===== config.mk =====
export PLATFORM = sky130hd
export DESIGN_NAME = abna_avg
export DESIGN_NICKNAME = d
export VERILOG_FILES = /design/src/sv/abna_pkg.sv /design/src/sv/abna_avg.sv
export SDC_FILE = /design/constraint.sdc
export NUM_CORES = 1
export LEC_CHECK = 0
export ABC_AREA = 1
export BUFFER_PORTS_ARGS = -buffer_cell sky130_fd_sc_hd__buf_2
export CAP_MARGIN = 20
export CELL_PAD_IN_SITES_DETAIL_PLACEMENT = 1
export CELL_PAD_IN_SITES_GLOBAL_PLACEMENT = 1
export CORE_ASPECT_RATIO = 0.8
export CORE_MARGIN = 5
export CORE_UTILIZATION = 43
export CTS_BUF_LIST = sky130_fd_sc_hd__clkbuf_4 sky130_fd_sc_hd__clkbuf_8
export DETAILED_ROUTE_END_ITERATION = 8
export GPL_TIMING_DRIVEN = 0
export HOLD_SLACK_MARGIN = 0.05
export PLACE_DENSITY = 0.81
export SLEW_MARGIN = 20
export SYNTH_ARGS = -nofsm -noshare
export SYNTH_HDL_FRONTEND = slang
export SYNTH_SLANG_ARGS = --single-unit

===== constraint.sdc =====
create_clock -name clk -period 7.58 [get_ports clk]
set_input_delay 0.758 -clock clk [delete_from_list [all_inputs] [get_ports clk]]
set_output_delay 0.758 -clock clk [all_outputs]
set_load 0.01 [all_outputs]

===== src/sv/abna_pkg.sv =====
`default_nettype none

package abna_pkg;

  localparam int unsigned MAX_WIDTH_DEF  = 2048;
  localparam int unsigned IMAGE_WIDTH_W  = 12;
  localparam int unsigned IMAGE_WIDTH_REG_W = IMAGE_WIDTH_W + 1;
  localparam int unsigned IMAGE_HEIGHT_W = 16;
  localparam int unsigned CFG_DATA_W     = 16;
  localparam int unsigned CFG_INDEX_W    = 1;
  localparam int unsigned ROW_W          = IMAGE_HEIGHT_W + 1;
  localparam int unsigned PIXEL_W        = 32;
  localparam int unsigned LINE_W         = 2 * PIXEL_W;
  localparam int unsigned SUM_W          = 12;
  localparam int unsigned CNT_W          = 4;
  localparam int unsigned RECIP_SHIFT    = 16;
  localparam int unsigned RECIP_W        = RECIP_SHIFT + 1;
  localparam int unsigned PROD_W         = SUM_W + RECIP_W;

  localparam logic [IMAGE_WIDTH_REG_W-1:0] IMAGE_WIDTH_RST  = 13'd2048;
  localparam logic [IMAGE_HEIGHT_W-1:0]    IMAGE_HEIGHT_RST = 16'd1;

  typedef enum logic [CFG_INDEX_W-1:0] {
    REG_IMAGE_WIDTH  = 1'b0,
    REG_IMAGE_HEIGHT = 1'b1
  } cfg_reg_t;

  typedef struct packed {
    logic [7:0] red_in;
    logic [7:0] green_in;
    logic [7:0] blue_in;
    logic [7:0] alpha_in;
    logic       drain;
  } pix_in_t;

  typedef struct packed {
    logic [7:0] red_out;
    logic [7:0] green_out;
    logic [7:0] blue_out;
    logic [7:0] alpha_out;
    logic       frame_end;
  } pix_out_t;

  // [row slot: 0 newest][column: 2 newest], word = {alpha, blue, green, red}
  typedef logic [2:0][2:0][PIXEL_W-1:0] window_t;
  typedef logic [2:0][2:0]              nbr_mask_t;

  typedef struct packed {
    logic      start;
    nbr_mask_t mask;
  } avg_req_t;

  typedef struct packed {
    logic       done;
    logic [7:0] red;
    logic [7:0] green;
    logic [7:0] blue;
  } avg_rsp_t;

  typedef enum logic [2:0] {
    ST_IDLE,
    ST_SHIFT,
    ST_SUM,
    ST_AVG,
    ST_OUT
  } abna_state_t;

  // ceil(2^16 / n): floor(s * recip(n) / 2^16) == floor(s / n) for s < 4096
  function automatic logic [RECIP_W-1:0] recip(input logic [CNT_W-1:0] n);
    logic [RECIP_W-1:0] r;
    case (n)
      4'd1:    r = 17'd65536;
      4'd2:    r = 17'd32768;
      4'd3:    r = 17'd21846;
      4'd4:    r = 17'd16384;
      4'd5:    r = 17'd13108;
      4'd6:    r = 17'd10923;
      4'd7:    r = 17'd9363;
      4'd8:    r = 17'd8192;
      4'd9:    r = 17'd7282;
      default: r = '0;
    endcase
    return r;
  endfunction

endpackage

`default_nettype wire


===== src/sv/abna_avg.sv =====
`default_nettype none

module abna_avg
  import abna_pkg::*;
(
  input  wire logic     clk,
  input  wire logic     rst,
  input  wire avg_req_t req,
  input  wire window_t  win,
  output avg_rsp_t      rsp
);

  logic [2:0][2:0]       opq;
  logic [CNT_W-1:0]      cnt_sum;
  logic [2:0][SUM_W-1:0] chan_sum;

  logic [CNT_W-1:0]      cnt;
  logic [SUM_W-1:0]      sum [3];
  logic [7:0]            rgb [3];
  logic [1:0]            chan;
  logic                  busy;
  logic                  done;
  logic [PROD_W-1:0]     prod;

  always_comb begin
    logic [2:0][CNT_W-1:0]      row_cnt;
    logic [2:0][2:0][SUM_W-1:0] row_sum;
    for (int s = 0; s < 3; s++) begin
      row_cnt[s] = '0;
      row_sum[s] = '0;
      for (int c = 0; c < 3; c++) begin
        opq[s][c] = req.mask[s][c] && (win[s][c][31:24] != 8'd0);
        if (opq[s][c]) begin
          row_cnt[s] = row_cnt[s] + CNT_W'(1);
          for (int k = 0; k < 3; k++) begin
            row_sum[s][k] = row_sum[s][k] + SUM_W'(win[s][c][8*k +: 8]);
          end
        end
      end
    end
    cnt_sum = row_cnt[0] + row_cnt[1] + row_cnt[2];
    for (int k = 0; k < 3; k++) begin
      chan_sum[k] = row_sum[0][k] + row_sum[1][k] + row_sum[2][k];
    end
  end

  assign prod = PROD_W'(sum[chan]) * PROD_W'(recip(cnt));

  always_ff @(posedge clk) begin
    if (rst) begin
      busy <= 1'b0;
      done <= 1'b0;
      chan <= '0;
    end else begin
      done <= 1'b0;
      if (req.start) begin
        busy <= 1'b1;
        chan <= '0;
      end else if (busy) begin
        if (chan == 2'd2) begin
          busy <= 1'b0;
          done <= 1'b1;
        end else begin
          chan <= chan + 2'd1;
        end
      end
    end
  end

  always_ff @(posedge clk) begin
    if (req.start) begin
      cnt <= cnt_sum;
      for (int k = 0; k < 3; k++) begin
        sum[k] <= chan_sum[k];
      end
    end else if (busy) begin
      rgb[chan] <= prod[RECIP_SHIFT +: 8];
    end
  end

  assign rsp.done  = done;
  assign rsp.red   = rgb[0];
  assign rsp.green = rgb[1];
  assign rsp.blue  = rgb[2];

endmodule

`default_nettype wire


==> results by group <==
Status
  – Outcome: finished, final reports clean

Setup path
  – CP Class: flip-flop to flip-flop
  – Cells along the critical path: clkinv_2 -> buf_6 -> clkbuf_1 -> o21ai_0 -> inv_1 -> nand2_1 -> fa_1 -> fa_1 -> inv_1 -> fa_1 -> inv_1 -> fa_1 -> inv_1 -> fa_1 -> ha_1 -> nand2_1 -> nor2_1 -> inv_1 -> nor3_1 -> nand2_1 -> o21ai_0 -> inv_1 -> nand2_1 -> nand2_1
  – Slowest stage delay, CP: ~0.8 ns
  – CP startpoint kind: flip-flop
  – FF-to-FF setup slack: 0.35 ns
  – Maximum fanout along the worst path: 12
  – Worst path bufs/invs: 9
  – Worst EP required: approximately 7.7 ns
  – Slowest CP cell: o21ai_0
  – Endpoint type of the worst setup path: flip-flop
  – Crit path DAT: 7.33 ns
  – Largest delay share family, worst path: adder cells
  – Critical path's most frequent cell: inv_1

Route
  – First-pass detailed-route iteration total: 7
  – DRC viols: 0
  – DRT Wirelength: between 60 and 70 mm
  – WL/cell: 18.92 um
  – Antenna Nets Post-Route: 0
  – Via count: 18260
  – Starting DRC count in detailed routing: between 900 and 1000
  – Via density: roughly 5.3

Synth
  – Number of flops mapped to enable cells by yosys: 64
  – Mean post-synth cell area: 7.240 um^2
  – Synth Cell Area: around 19000 um^2
  – Seq/Total Area, Yosys: 0.1260
  – Cell with the most instances after synthesis: nand2_1
  – Synth top area share: 0.2111
  – Main area contributors after synthesis: fa_1 (21%), ha_1 (15%), nand2_1 (12%)
  – Most frequent cells after synthesis: nand2_1 (589), inv_1 (496), ha_1 (230)
  – Area leader, netlist: fa_1
  – Yosys synthesis warning count: 0
  – Flops & latches, synth: 85
  – Async SR Flop Fraction: 0
  – Synth Instances: 2568
  – Syn nets: around 3300
  – Unique masters post-synth: 55
  – Synth Flop Type: edfxtp_1

Floorplan
  – Die H: 196.0 um
  – Die width: around 240 um
  – Ports: between 300 and 400
  – Die area: approximately 48000 um^2
  – Initial Util: 0.4327
  – Core Rows: 68
  – Core area: between 40000 and 50000 um^2

Pwr
  – Peak supply drop: about 0.84 mV
  – Leakage: roughly 11 nW
  – Power, Total: 9.575 mW
  – Cell Pwr Density: between 400 and 500 nW/um^2

Placed design
  – Port Buffer Count: about 320
  – Routability cong.: about 0.96
  – Final HPWL DP: a little under 60 mm

CTS
  – Root buffer cell: clkbuf_8
  – CTS buffer count: 9
  – CTS hold repair buffers: 0
  – Resized cells post-CTS: 0
  – Setup bufs post-CTS: 0
  – Clock sinks: 85
  – CTS Buffer Depth: 2
  – H-tree levels: 3
  – Clock Pin Slew Worst Setup and Hold Paths: approximately 0.10 ns
  – CTS tree: built
  – Worst-Skew Late Latency: ~0.39 ns

GRT
  – Grt met2 use: 0.4546
  – Largest net degree at the start of global routing: 42
  – GRT Total Usage: 0.2733
  – Met1 GRT Util: 0.3853
  – First-pass GRT wire length: about 100 mm
  – GR peak layer: met2
  – Vias in the first global route: a little under 20000
  – Met3 GRT Util: 0.04522
  – Gr ovfl total: 0
  – Initial antenna violation count: 5

Timing
  – Fin crit period: slightly above 7 ns
  – Fin. max-slew vios: 0
  – Clock Skew: around 0.016 ns
  – Setup TNS: 0 ns
  – Final hold vios: 0
  – Hold slack final: 0.5488 ns
  – RSZ-0062 raised after global routing: false
  – Fin crit share: 0.9544
  – Slew HR: 0.1949
  – Final setup violation count: 0
  – Worst-Margin Slew: around 1.2 ns
  – F_max: roughly 0.14 GHz

Worst hold path
  – Worst hold path class: flip-flop to flip-flop

Flow run
  – Number of max-cap violations: 0

Cells and area
  – Net count reported at finish: 3628
  – Layout cells sized above 1: 0.1383
  – Synth-to-layout area growth: 13.68%
-- layout make-up --
class | instances | area (um^2)
fillers | 5656 | 21830
flip-flops and latches | 85 | 2342
inverters | 502 | 1886
diodes | 5 | 12.51
multi-input cells | 1918 | 14080
clock inverters | 7 | 87.58
repair buffers | 324 | 1622
clock buffers | 9 | 123.9
plain buffers | 62 | 282.8
well taps | 560 | 700.7
-- metal layers --
metal  vias to the layer above  share of wire
li1                       8767              -
met1                      8897           0.47
met2                       543           0.45
met3                        51          0.065
met4                         2          0.012
met5                         -        0.00018
-- final timing paths --
check | from | cells past startpoint | end
worst min register to register | busy$_SDFF_PP0_ | 2 | done$_SDFF_PP0_
worst max-delay path | flip-flop | 24 | rgb[1][7]$_DFFE_PP_
worst min-delay path | busy$_SDFF_PP0_ | 2 | done$_SDFF_PP0_
worst max register to register | flip-flop | 24 | rgb[1][7]$_DFFE_PP_
-- metrics by stage --
step                      std cells  utilization  setup WS (ns)  instance area, um^2
after floorplan                2568            -          1.948                18590
after global placement         3452       0.4868         0.6769                20910
after detailed placement       3452       0.4868         0.5655                20910
after CTS                      3468       0.4917         0.4936                21130
after global routing           3471       0.4918        0.04845                21130
final                          3472       0.4919         0.3460                21130
-- logic make-up after synthesis --
family / synth area share
AO/OA/AOI/OAI: 0.1143
XOR/XNOR: 0.05357
adder cells (fa/ha/maj): 0.3658
buffers and inverters: 0.1168
flip-flops: 0.1260
multiplexers: 0.0005384
AND/OR/NAND/NOR: 0.2229
-- worst min-delay path: stages, from the launching register on --
cell and delay, ns:
dfxtp_1 0.32, nand2_1 0.13, nor3_1 0.06
-- where the power goes --
| part | switching [mW] | internal [mW] | leakage [nW] |
|---|---|---|---|
| Sequential | 0.0744 | 1.11 | 0.782 |
| Combinational | 5.26 | 2.77 | 10.4 |
| Clock | 0.200 | 0.162 | 0.109 |
-- layout by cell type (no fill, tap or decap), types with 16 or more instances in the layout --
cell,count
a21oi_1,131
a31oi_1,18
buf_2,336
clkbuf_1,33
dfxtp_1,21
edfxtp_1,64
fa_1,196
ha_1,230
inv_1,496
nand2_1,589
nand3_1,104
nand4_1,20
nor2_1,214
nor4_1,16
o21ai_0,152
xnor2_1,56
xor2_1,54
Power figures use the tool's default switching activity.
